[config.mk]
export PLATFORM = sky130hd
export DESIGN_NAME = script_tokenizer_flat
export DESIGN_NICKNAME = d
export VERILOG_FILES = /design/src/hdl/stx_pkg.sv /design/src/hdl/stx_char_if.sv /design/src/hdl/stx_token_if.sv /design/src/hdl/script_tokenizer.sv /design/src/hdl/stx_lexer.sv /design/src/hdl/stx_queue.sv /design/src/flat_wrapper.sv
export SDC_FILE = /design/constraint.sdc
export NUM_CORES = 1
export LEC_CHECK = 0
export ABC_CLOCK_PERIOD_IN_PS = 5000
export BUFFER_PORTS_ARGS = -buffer_cell sky130_fd_sc_hd__buf_2
export CORE_MARGIN = 3
export CORE_UTILIZATION = 55
export DETAILED_ROUTE_END_ITERATION = 16
export PLACE_DENSITY = 0.73
export SETUP_SLACK_MARGIN = 0.15
export SYNTH_ARGS = -nofsm -noshare
export SYNTH_HDL_FRONTEND = slang
export SYNTH_SLANG_ARGS = --single-unit
export TNS_END_PERCENT = 30
[constraint.sdc]
create_clock -name i_clk -period 5 [get_ports i_clk]
set_clock_uncertainty 0.2 [all_clocks]
set_input_delay 0.5 -clock i_clk [delete_from_list [all_inputs] [get_ports i_clk]]
set_output_delay 0.5 -clock i_clk [all_outputs]
set_load 0.05 [all_outputs]
[src/hdl/stx_pkg.sv]
// ----------------------------------------------------------------------------
// stx_pkg
// Shared types, codes and helpers of the script tokenizer.
// ----------------------------------------------------------------------------
package stx_pkg;

    localparam int LINE_BITS_DEF = 16;
    localparam int LINE_OUT_BITS = 16;
    localparam int MAX_RESULTS   = 3;
    localparam int Q_DEPTH       = 4;
    localparam int Q_AW          = 2;
    localparam int Q_CW          = 3;

    localparam logic [1:0] KIND_CHAR  = 2'd0;
    localparam logic [1:0] KIND_END   = 2'd1;
    localparam logic [1:0] KIND_EOI   = 2'd2;
    localparam logic [1:0] KIND_ERROR = 2'd3;

    localparam logic [1:0] TYPE_WORD = 2'd0;
    localparam logic [1:0] TYPE_STR  = 2'd1;
    localparam logic [1:0] TYPE_LIT  = 2'd2;

    localparam logic ERR_NEWLINE  = 1'b0;
    localparam logic ERR_NO_QUOTE = 1'b1;

    localparam logic [7:0] CH_NUL    = 8'h00;
    localparam logic [7:0] CH_LF     = 8'h0A;
    localparam logic [7:0] CH_SPACE  = 8'h20;
    localparam logic [7:0] CH_DQUOTE = 8'h22;
    localparam logic [7:0] CH_SQUOTE = 8'h27;
    localparam logic [7:0] CH_STAR   = 8'h2A;
    localparam logic [7:0] CH_DASH   = 8'h2D;
    localparam logic [7:0] CH_DOT    = 8'h2E;
    localparam logic [7:0] CH_SLASH  = 8'h2F;
    localparam logic [7:0] CH_COLON  = 8'h3A;
    localparam logic [7:0] CH_BSLASH = 8'h5C;
    localparam logic [7:0] CH_UNDER  = 8'h5F;

    typedef enum logic [6:0] {
        M_IDLE   = 7'b0000001,
        M_WORD   = 7'b0000010,
        M_QUOTED = 7'b0000100,
        M_SLASH  = 7'b0001000,
        M_LINE   = 7'b0010000,
        M_BLOCK  = 7'b0100000,
        M_STAR   = 7'b1000000
    } t_mode;

    typedef struct packed {
        logic [1:0]  kind;
        logic [1:0]  token_type;
        logic [7:0]  char_out;
        logic [15:0] line_number;
        logic        error_code;
        logic        literal_warning;
        logic        last;
    } t_result;

    typedef struct packed {
        t_mode      mode;
        logic       quote;
        logic [1:0] lit;
        logic       line_inc;
        logic       line_clr;
    } t_next;

    function automatic t_result mk_res(input logic [1:0] kind, input logic [1:0] ttype,
                                       input logic [7:0] ch, input logic err,
                                       input logic warn);
        t_result r;
        r.kind            = kind;
        r.token_type      = ttype;
        r.char_out        = ch;
        r.line_number     = '0;
        r.error_code      = err;
        r.literal_warning = warn;
        r.last            = 1'b0;
        return r;
    endfunction

endpackage

[src/hdl/stx_char_if.sv]
// ----------------------------------------------------------------------------
// stx_char_if
// Byte channel into the tokenizer: valid/ready with one script byte.
// ----------------------------------------------------------------------------
interface stx_char_if;
    logic       valid;
    logic       ready;
    logic [7:0] char_in;

    modport source (output valid, output char_in, input ready);
    modport sink   (input valid, input char_in, output ready);
endinterface

[src/hdl/stx_token_if.sv]
// ----------------------------------------------------------------------------
// stx_token_if
// Result channel out of the tokenizer: valid/ready with one token result.
// ----------------------------------------------------------------------------
interface stx_token_if;
    logic        valid;
    logic        ready;
    logic [1:0]  kind;
    logic [1:0]  token_type;
    logic [7:0]  char_out;
    logic [15:0] line_number;
    logic        error_code;
    logic        literal_warning;
    logic        last;

    modport source (output valid, output kind, output token_type, output char_out,
                    output line_number, output error_code, output literal_warning,
                    output last, input ready);
    modport sink   (input valid, input kind, input token_type, input char_out,
                    input line_number, input error_code, input literal_warning,
                    input last, output ready);
endinterface

[src/hdl/script_tokenizer.sv]
// ----------------------------------------------------------------------------
// script_tokenizer
// Byte-serial lexer for scripts with C-style comments and quoted tokens.
// ----------------------------------------------------------------------------
// Usage:
//   i_char carries one script byte per transfer; byte 0 ends a script.
//   o_tok carries one result per transfer: token character, token end,
//   end of input or error, with the line count and a last flag marking
//   the final result caused by a byte.
//   Each byte is decoded combinationally; its results are registered in
//   the result queue and reach o_tok from its head. One byte is taken per
//   cycle as long as each byte yields at most one result and the receiver
//   keeps up. A byte may yield up to three results; these leave one per
//   cycle, while the receiver is ready, from a four-entry result queue,
//   and i_char.ready is held low while more than one result is queued.
//   When the receiver stalls, results wait in the queue and input stops.
//   Reset empties the queue and returns the lexer to idle with line count
//   zero; each end of input returns the lexer to idle with line count zero.
// ----------------------------------------------------------------------------
module script_tokenizer #(
    parameter int LINE_BITS = stx_pkg::LINE_BITS_DEF
) (
    input logic          i_clk,
    input logic          i_rst_n,
    stx_char_if.sink     i_char,
    stx_token_if.source  o_tok
);

    logic                   room;
    logic                   step;
    logic [1:0]             lex_cnt;
    stx_pkg::t_result [2:0] lex_res;
    stx_pkg::t_result       head;
    logic                   head_valid;

    assign i_char.ready = room;
    assign step         = i_char.valid && room;

    stx_lexer #(
        .LINE_BITS (LINE_BITS)
    ) u_lexer (
        .i_clk   (i_clk),
        .i_rst_n (i_rst_n),
        .i_step  (step),
        .i_char  (i_char.char_in),
        .o_cnt   (lex_cnt),
        .o_res   (lex_res)
    );

    stx_queue u_queue (
        .i_clk      (i_clk),
        .i_rst_n    (i_rst_n),
        .i_push_cnt (step ? lex_cnt : 2'd0),
        .i_push     (lex_res),
        .i_pop      (o_tok.ready),
        .o_room     (room),
        .o_valid    (head_valid),
        .o_head     (head)
    );

    assign o_tok.valid           = head_valid;
    assign o_tok.kind            = head.kind;
    assign o_tok.token_type      = head.token_type;
    assign o_tok.char_out        = head.char_out;
    assign o_tok.line_number     = head.line_number;
    assign o_tok.error_code      = head.error_code;
    assign o_tok.literal_warning = head.literal_warning;
    assign o_tok.last            = head.last;

`ifndef SYNTHESIS
    a_reset_empty: assert property (@(posedge i_clk)
        $past(!i_rst_n) |-> !o_tok.valid)
        else $error("result valid right after reset");

    a_stall_backlog: assert property (@(posedge i_clk) disable iff (!i_rst_n)
        !i_char.ready |-> o_tok.valid)
        else $error("input stalled with empty result queue");

    a_end_is_last: assert property (@(posedge i_clk) disable iff (!i_rst_n)
        (o_tok.valid && (o_tok.kind == stx_pkg::KIND_EOI ||
                         o_tok.kind == stx_pkg::KIND_ERROR)) |-> o_tok.last)
        else $error("end or error result not marked last");

    a_head_holds: assert property (@(posedge i_clk) disable iff (!i_rst_n)
        (o_tok.valid && !o_tok.ready) |=> (o_tok.valid && $stable(o_tok.kind) &&
                                           $stable(o_tok.last)))
        else $error("stalled result changed");
`endif

endmodule

[src/hdl/stx_lexer.sv]
// ----------------------------------------------------------------------------
// stx_lexer
// Lexer state and per-byte decode: up to three results for each byte.
// ----------------------------------------------------------------------------
module stx_lexer #(
    parameter int LINE_BITS = stx_pkg::LINE_BITS_DEF
) (
    input  logic                 i_clk,
    input  logic                 i_rst_n,
    input  logic                 i_step,
    input  logic [7:0]           i_char,
    output logic [1:0]           o_cnt,
    output stx_pkg::t_result [2:0] o_res
);

    localparam logic [LINE_BITS-1:0] LINE_MAX = {LINE_BITS{1'b1}};

    stx_pkg::t_mode         r_mode;
    logic                   r_quote;
    logic [1:0]             r_lit;
    logic [LINE_BITS-1:0]   r_line;

    stx_pkg::t_next         id_n, wd_n, nx;
    logic                   id_emit;
    stx_pkg::t_result       id_res;
    logic [1:0]             wd_cnt;
    stx_pkg::t_result [1:0] wd_res;
    stx_pkg::t_result [2:0] res;
    logic [1:0]             cnt;
    logic [1:0]             qtype;
    logic                   wchar;
    logic [31:0]            line_ext;
    stx_pkg::t_next         keep;

    function automatic logic word_char(input logic [7:0] c);
        return (c >= 8'h61 && c <= 8'h7A) || (c >= 8'h41 && c <= 8'h5A) ||
               (c >= 8'h30 && c <= 8'h39) || c == stx_pkg::CH_UNDER ||
               c == stx_pkg::CH_DASH || c == stx_pkg::CH_SLASH ||
               c == stx_pkg::CH_BSLASH || c == stx_pkg::CH_COLON ||
               c == stx_pkg::CH_DOT;
    endfunction

    assign line_ext = 32'(r_line);
    assign wchar    = word_char(i_char);
    assign qtype    = r_quote ? stx_pkg::TYPE_LIT : stx_pkg::TYPE_STR;

    always_comb begin
        keep = '{mode: r_mode, quote: r_quote, lit: r_lit, line_inc: 1'b0,
                 line_clr: 1'b0};

        // between tokens
        id_n    = keep;
        id_n.mode = stx_pkg::M_IDLE;
        id_emit = 1'b0;
        id_res  = stx_pkg::mk_res(stx_pkg::KIND_CHAR, stx_pkg::TYPE_WORD, i_char, 1'b0, 1'b0);
        if (i_char == stx_pkg::CH_NUL) begin
            id_emit = 1'b1;
            id_res  = stx_pkg::mk_res(stx_pkg::KIND_EOI, stx_pkg::TYPE_WORD, 8'd0, 1'b0, 1'b0);
            id_n.quote    = 1'b0;
            id_n.lit      = 2'd0;
            id_n.line_clr = 1'b1;
        end else if (i_char <= stx_pkg::CH_SPACE) begin
            id_n.line_inc = (i_char == stx_pkg::CH_LF);
        end else if (i_char == stx_pkg::CH_DQUOTE || i_char == stx_pkg::CH_SQUOTE) begin
            id_n.mode  = stx_pkg::M_QUOTED;
            id_n.quote = (i_char == stx_pkg::CH_SQUOTE);
            id_n.lit   = 2'd0;
        end else if (i_char == stx_pkg::CH_SLASH) begin
            id_n.mode = stx_pkg::M_SLASH;
        end else begin
            id_emit   = 1'b1;
            id_n.mode = stx_pkg::M_WORD;
        end

        // inside a word
        wd_res[0] = stx_pkg::mk_res(stx_pkg::KIND_CHAR, stx_pkg::TYPE_WORD, i_char, 1'b0, 1'b0);
        wd_res[1] = id_res;
        if (wchar) begin
            wd_cnt    = 2'd1;
            wd_n      = keep;
            wd_n.mode = stx_pkg::M_WORD;
        end else begin
            wd_res[0] = stx_pkg::mk_res(stx_pkg::KIND_END, stx_pkg::TYPE_WORD, 8'd0, 1'b0, 1'b0);
            wd_cnt    = 2'd1 + 2'(id_emit);
            wd_n      = id_n;
        end

        res = '0;
        cnt = 2'd0;
        nx  = keep;
        case (r_mode)
            stx_pkg::M_WORD: begin
                res[0] = wd_res[0];
                res[1] = wd_res[1];
                cnt    = wd_cnt;
                nx     = wd_n;
            end
            stx_pkg::M_SLASH: begin
                if (i_char == stx_pkg::CH_SLASH) begin
                    nx.mode = stx_pkg::M_LINE;
                end else if (i_char == stx_pkg::CH_STAR) begin
                    nx.mode = stx_pkg::M_BLOCK;
                end else begin
                    res[0] = stx_pkg::mk_res(stx_pkg::KIND_CHAR, stx_pkg::TYPE_WORD,
                                             stx_pkg::CH_SLASH, 1'b0, 1'b0);
                    res[1] = wd_res[0];
                    res[2] = wd_res[1];
                    cnt    = wd_cnt + 2'd1;
                    nx     = wd_n;
                end
            end
            stx_pkg::M_QUOTED: begin
                cnt = 2'd1;
                if (i_char == (r_quote ? stx_pkg::CH_SQUOTE : stx_pkg::CH_DQUOTE)) begin
                    res[0]  = stx_pkg::mk_res(stx_pkg::KIND_END, qtype, 8'd0, 1'b0,
                                              r_quote && (r_lit != 2'd1));
                    nx.mode = stx_pkg::M_IDLE;
                end else if (i_char == stx_pkg::CH_NUL) begin
                    res[0] = stx_pkg::mk_res(stx_pkg::KIND_ERROR, qtype, 8'd0,
                                             stx_pkg::ERR_NO_QUOTE, 1'b0);
                    nx = '{mode: stx_pkg::M_IDLE, quote: 1'b0, lit: 2'd0, line_inc: 1'b0,
                           line_clr: 1'b1};
                end else if (i_char == stx_pkg::CH_LF) begin
                    res[0] = stx_pkg::mk_res(stx_pkg::KIND_ERROR, qtype, 8'd0,
                                             stx_pkg::ERR_NEWLINE, 1'b0);
                    nx.line_inc = 1'b1;
                    nx.mode     = stx_pkg::M_IDLE;
                end else begin
                    res[0] = stx_pkg::mk_res(stx_pkg::KIND_CHAR, qtype, i_char, 1'b0, 1'b0);
                    if (r_lit != 2'd2) begin
                        nx.lit = r_lit + 2'd1;
                    end
                end
            end
            stx_pkg::M_LINE: begin
                if (i_char == stx_pkg::CH_NUL) begin
                    res[0] = id_res;
                    cnt    = 2'd1;
                    nx     = id_n;
                end else if (i_char == stx_pkg::CH_LF) begin
                    nx.line_inc = 1'b1;
                    nx.mode     = stx_pkg::M_IDLE;
                end
            end
            stx_pkg::M_BLOCK, stx_pkg::M_STAR: begin
                if (i_char == stx_pkg::CH_NUL) begin
                    res[0] = id_res;
                    cnt    = 2'd1;
                    nx     = id_n;
                end else if (i_char == stx_pkg::CH_SLASH && r_mode == stx_pkg::M_STAR) begin
                    nx.mode = stx_pkg::M_IDLE;
                end else if (i_char == stx_pkg::CH_STAR) begin
                    nx.mode = stx_pkg::M_STAR;
                end else begin
                    nx.line_inc = (i_char == stx_pkg::CH_LF);
                    nx.mode     = stx_pkg::M_BLOCK;
                end
            end
            default: begin
                res[0] = id_res;
                cnt    = 2'(id_emit);
                nx     = id_n;
            end
        endcase

        for (int k = 0; k < stx_pkg::MAX_RESULTS; k++) begin
            res[k].line_number = line_ext[stx_pkg::LINE_OUT_BITS-1:0];
            res[k].last        = (cnt == 2'(k + 1));
        end
    end

    assign o_cnt = cnt;
    assign o_res = res;

    always_ff @(posedge i_clk) begin
        if (!i_rst_n) begin
            r_mode  <= stx_pkg::M_IDLE;
            r_quote <= 1'b0;
            r_lit   <= 2'd0;
            r_line  <= '0;
        end else if (i_step) begin
            r_mode  <= nx.mode;
            r_quote <= nx.quote;
            r_lit   <= nx.lit;
            if (nx.line_clr) begin
                r_line <= '0;
            end else if (nx.line_inc && r_line != LINE_MAX) begin
                r_line <= r_line + 1'b1;
            end
        end
    end

endmodule

[src/hdl/stx_queue.sv]
// ----------------------------------------------------------------------------
// stx_queue
// Result queue: takes up to three results per cycle, delivers one while i_pop is high.
// ----------------------------------------------------------------------------
module stx_queue (
    input  logic                   i_clk,
    input  logic                   i_rst_n,
    input  logic [1:0]             i_push_cnt,
    input  stx_pkg::t_result [2:0] i_push,
    input  logic                   i_pop,
    output logic                   o_room,
    output logic                   o_valid,
    output stx_pkg::t_result       o_head
);

    stx_pkg::t_result            r_mem [stx_pkg::Q_DEPTH];
    logic [stx_pkg::Q_AW-1:0]    r_wr, r_rd;
    logic [stx_pkg::Q_CW-1:0]    r_count;
    logic [stx_pkg::Q_CW-1:0]    n_count;
    logic                        pop;

    assign pop     = i_pop && (r_count != '0);
    assign n_count = r_count + stx_pkg::Q_CW'(i_push_cnt) - stx_pkg::Q_CW'(pop);
    assign o_valid = (r_count != '0);
    assign o_room  = (r_count <= stx_pkg::Q_CW'(stx_pkg::Q_DEPTH - stx_pkg::MAX_RESULTS));
    assign o_head  = r_mem[r_rd];

    always_ff @(posedge i_clk) begin
        for (int k = 0; k < stx_pkg::MAX_RESULTS; k++) begin
            if (2'(k) < i_push_cnt) begin
                r_mem[r_wr + stx_pkg::Q_AW'(k)] <= i_push[k];
            end
        end
    end

    always_ff @(posedge i_clk) begin
        if (!i_rst_n) begin
            r_wr    <= '0;
            r_rd    <= '0;
            r_count <= '0;
        end else begin
            r_wr    <= r_wr + stx_pkg::Q_AW'(i_push_cnt);
            r_rd    <= r_rd + stx_pkg::Q_AW'(pop);
            r_count <= n_count;
        end
    end

endmodule

[src/flat_wrapper.sv]
// flat-port wrapper written by rule: the top's interface ports become plain ports
module script_tokenizer_flat 
#(
    parameter int LINE_BITS = stx_pkg::LINE_BITS_DEF
)
  (i_clk, i_rst_n, i_char_valid, i_char_char_in, i_char_ready, o_tok_valid, o_tok_kind, o_tok_token_type, o_tok_char_out, o_tok_line_number, o_tok_error_code, o_tok_literal_warning, o_tok_last, o_tok_ready);
  stx_char_if i_char_i ();
  stx_token_if o_tok_i ();
  input logic i_clk;
  input logic i_rst_n;
  input wire logic [$bits(i_char_i.valid)-1:0] i_char_valid;
  input wire logic [$bits(i_char_i.char_in)-1:0] i_char_char_in;
  output wire logic [$bits(i_char_i.ready)-1:0] i_char_ready;
  output wire logic [$bits(o_tok_i.valid)-1:0] o_tok_valid;
  output wire logic [$bits(o_tok_i.kind)-1:0] o_tok_kind;
  output wire logic [$bits(o_tok_i.token_type)-1:0] o_tok_token_type;
  output wire logic [$bits(o_tok_i.char_out)-1:0] o_tok_char_out;
  output wire logic [$bits(o_tok_i.line_number)-1:0] o_tok_line_number;
  output wire logic [$bits(o_tok_i.error_code)-1:0] o_tok_error_code;
  output wire logic [$bits(o_tok_i.literal_warning)-1:0] o_tok_literal_warning;
  output wire logic [$bits(o_tok_i.last)-1:0] o_tok_last;
  input wire logic [$bits(o_tok_i.ready)-1:0] o_tok_ready;
  assign i_char_i.valid = i_char_valid;
  assign i_char_i.char_in = i_char_char_in;
  assign i_char_ready = i_char_i.ready;
  assign o_tok_valid = o_tok_i.valid;
  assign o_tok_kind = o_tok_i.kind;
  assign o_tok_token_type = o_tok_i.token_type;
  assign o_tok_char_out = o_tok_i.char_out;
  assign o_tok_line_number = o_tok_i.line_number;
  assign o_tok_error_code = o_tok_i.error_code;
  assign o_tok_literal_warning = o_tok_i.literal_warning;
  assign o_tok_last = o_tok_i.last;
  assign o_tok_i.ready = o_tok_ready;
  script_tokenizer #(.LINE_BITS(LINE_BITS)) u_core (.i_clk(i_clk), .i_rst_n(i_rst_n), .i_char(i_char_i), .o_tok(o_tok_i));
endmodule
==> results.py <==
metrics = {
    "outcome": {
        "outcome": "complete, no violations",
    },
    "synthesis": {
        "ys_warn_count": 0,
        "synth-async-reset-ratio_pct": 0,
        "synth_enable_flop_cells": 104,
        "synth-seq-cells": 157,
        "synth_sequential_area_ratio_pct": 47.9,
        "synth_fp_nets": 811,
        "ys_dominant_reg_cell": "edfxtp_1",
        "syn_avg_cell_area_um2": 11.1,
        "synthCells": 790,
        "syn_area_um2": 8740,
        "ys_types": 89,
    },
    "timing": {
        "timing.final.crit_period_ns": 4.13,
        "timing.slew.headroom_pct": 22.5,
        "report.final.setup_viol": 0,
        "finalHoldViolCount": 0,
        "unrepaired_setup_endpoints_after_global_routing": "false",
        "worst_pin_slew_ns": 1.16,
        "layout_worst_path_cycle_share_pct": 82.6,
        "final.hold.worst_slack_ns": 0.221,
        "fin_ws_ns": 0.872,
        "highest_clock_rate_mhz": 242,
        "tns_ns": 0,
        "final-max-slew-violation-count": 0,
    },
    "route": {
        "routed_via_density": 6.60,
        "drt_first_pass_iters": 6,
        "aggregate_routed_wire_length_um": 23600,
        "vias": 6901,
        "detail_route.drc_violations": 0,
        "wire_per_inst_um": 22.6,
        "ant_nets": 0,
        "iteration_0_drc_count_of_the_detailed_router": 750,
    },
    "clocking": {
        "clk-insertion-delay-late_ns": 0.42,
        "cts_resized": 0,
        "cts.repair_timing.setup_buffer_count": 0,
        "cts.path.max_buffers": 2,
        "clock_sink_count": 157,
        "h_tree_depth_reported_by_cts": 4,
        "clk_pin_slew_worst_paths_ns": 0.06,
        "cts_root_buf": "clkbuf_16",
        "cts_tree": "yes",
        "numCtsBuffers": 17,
        "ctsHoldBuffers": 0,
    },
    "floorplan": {
        "initial_core_util_pct": 56.8,
        "floorplan.die_area_um2": 17400,
        "floorplan.die.height_um": 132,
        "placement_rows": 45,
        "horizontal_die_dimension_um": 132,
        "floorplan.io_pins": 45,
        "core_area_um2": 15400,
    },
    "final_layout": {
        "final_cell_mix": "104 x edfxtp_1, 99 x nand2_1, 52 x nor2_1, 52 x dfxtp_1, 44 x buf_2",
        "insertedDiodeCount": 0,
        "nNetsFinal": 842,
        "mostFrequentLayoutCell": "edfxtp_1",
        "syn_to_final_growth_pct": 10.9,
        "drive_gt1_share_pct": 19.2,
        "finalCoreUtilization_pct": 63.0,
    },
    "power_and_ir_drop": {
        "power.density_cell_area_nw_per_um2": 448,
        "seq_power_share_pct": 37.0,
        "vdd.ir_drop.worst_mv": 0.386,
        "power_switching_w": 0.00162,
        "clock_share_of_power_pct": 28.6,
        "internal_power_w": 0.00272,
        "switching_share_pct": 37.4,
        "power.static_leakage_nw": 3.27,
        "power_frac_comb_pct": 34.3,
    },
    "global_route": {
        "grt_pass1_wl_um": 37200,
        "grt_pass1_vias": 6516,
        "global_route.usage.total_pct": 27.3,
        "antenna_found_initial": 1,
        "maximum_number_of_pins_on_one_net_before_global_route_repair": 33,
        "grt-ovfl-total": 0,
    },
    "critical_path": {
        "crit_type": "flip-flop to flip-flop",
        "critical_path.max_fanout": 21,
        "cp_data_required_time_ns": 5.11,
        "timing.critical_path.cells": "or4_4 -> or4b_4 -> nor2_4 -> nand2_1 -> a21oi_1 -> ha_1 -> inv_1 -> fa_1 -> xor2_1 -> xnor2_1 -> and2_1",
        "critical_path.max_stage_delay_ns": 0.62,
        "timing.critical_path.to_type": "flip-flop",
        "worstSetupStartpointType": "flip-flop",
        "worst_ep_arrival_time_ns": 4.24,
        "critical_path.slowest_cell": "or4_4",
    },
    "place": {
        "hpwlAfterDp_um": 16700,
        "finalWeightedCongestion": 0.965,
        "post-place-ws_ns": 0.756,
        "portBuffers": 44,
    },
    "flow_run": {
        "drv_cap": 0,
    },
    "hold_path": {
        "worstHoldPathType": "input port to flip-flop",
    },
}
-- registers in the layout (all words and copies together) (netlist names) --
signal,flops
u_core.u_queue.r_rd,2
u_core.u_queue.r_mem,124
u_core.u_lexer.r_quote,1
u_core.u_queue.r_wr,2
u_core.u_lexer.r_mode,7
u_core.u_lexer.r_line,16
u_core.u_queue.r_count,3
u_core.u_lexer.r_lit,2
-- layout make-up --
type / count / area (um2)
fillers: 1249 / 5680
multi-input cells: 574 / 4280
flip-flops and latches: 157 / 4190
clock buffers: 25 / 518
repair buffers: 63 / 363
well taps: 211 / 264
clock inverters: 7 / 51.3
inverters: 8 / 30.0
-- final timing paths --
path / from / to / slack, ns / cells after the start
worst max-delay path: u_core.u_lexer.r_mode[5]$_SDFFE_PN0P_ / u_core.u_queue.r_count[2]$_SDFF_PN0_ / 0.87 / 11
worst min-delay path: i_rst_n / u_core.u_lexer.r_mode[0]$_SDFFE_PN1P_ / 0.22 / 2
worst max register to register: u_core.u_lexer.r_mode[5]$_SDFFE_PN0P_ / u_core.u_queue.r_count[2]$_SDFF_PN0_ / 0.87 / 11
worst min register to register: u_core.u_queue.r_mem[3][2]$_SDFFE_PP0P_ / u_core.u_queue.r_mem[3][2]$_SDFFE_PP0P_ / 0.26 / 2
-- worst max-delay path, delay by kind of cell (launching register included) --
family / cells / cell delay, ns
simple gates: 5 / 2.18
fa+ha+maj: 2 / 0.57
compound gates: 1 / 0.33
xor+xnor: 2 / 0.28
buf+inv: 1 / 0.05
flops: 1 / 0.39
-- per-layer routing --
layer | vias up | part of all wire [%] | GRT usage [%]
li1 | 3086 | - | -
met1 | 3374 | 44 | 40.5
met2 | 389 | 45 | 41.2
met3 | 50 | 8.9 | 5.53
met4 | 2 | 1.9 | 7.47
met5 | - | 0.055 | 0
-- power by group through the flow --
stage,Sequential [W],Combinational (W),Clock (W)
finish,0.00161,0.00149,0.00124
global route,0.00162,0.00158,0.00130
CTS,0.00161,0.00149,0.00125
detailed placement,0.00163,0.00149,0
global placement,0.00162,0.00147,0
floorplan,0.00161,0.00115,0
-- logic make-up after synthesis --
group	count (synthesis)	share of synthesized area [%]
fa+ha+maj	9	1.37
compound gates	215	18.8
flops	157	47.9
mux	34	8.40
buf+inv	59	3.19
xor+xnor	24	2.41
simple gates	292	17.9
-- Yosys cell counts (4+ instances only) --
master	count	area share, %
nand4_1	7	0.50
ha_1	8	1.1
a221oi_1	11	1.1
a21o_1	7	0.60
edfxtp_1	104	36
o221ai_1	13	1.3
a211oi_2	5	0.72
nand3_1	21	1.2
mux4_2	31	8.0
a22o_1	14	1.4
buf_2	4	0.23
and2_1	28	2.0
and4_1	4	0.40
o211ai_1	8	0.69
nand2b_1	6	0.43
dfxtp_1	53	12
xnor2_1	6	0.60
xor2_1	18	1.8
buf_6	5	0.64
buf_4	4	0.34
a21boi_1	18	1.5
inv_1	8	0.34
nor3_1	6	0.34
a211oi_1	8	0.69
nor4_1	5	0.36
nand2_1	99	4.3
and3_1	9	0.64
clkbuf_1	31	1.3
buf_1	7	0.30
nor2b_1	22	1.6
o21ai_0	19	1.1
a21oi_1	34	1.9
o22a_1	5	0.50
o21ai_1	10	0.57
nor2_1	52	2.2
a221oi_2	5	0.86
a21boi_0	21	1.8
-- through the flow --
stage	instance area, um2	power (W)	cells
after CTS	9690	0.00435	1045
after global routing	9690	0.00451	1045
after global placement	9120	0.00309	1013
final	9690	0.00434	1045
after floorplan	8740	0.00276	790
after detailed placement	9120	0.00312	1013
Power figures use the tool's default switching activity.
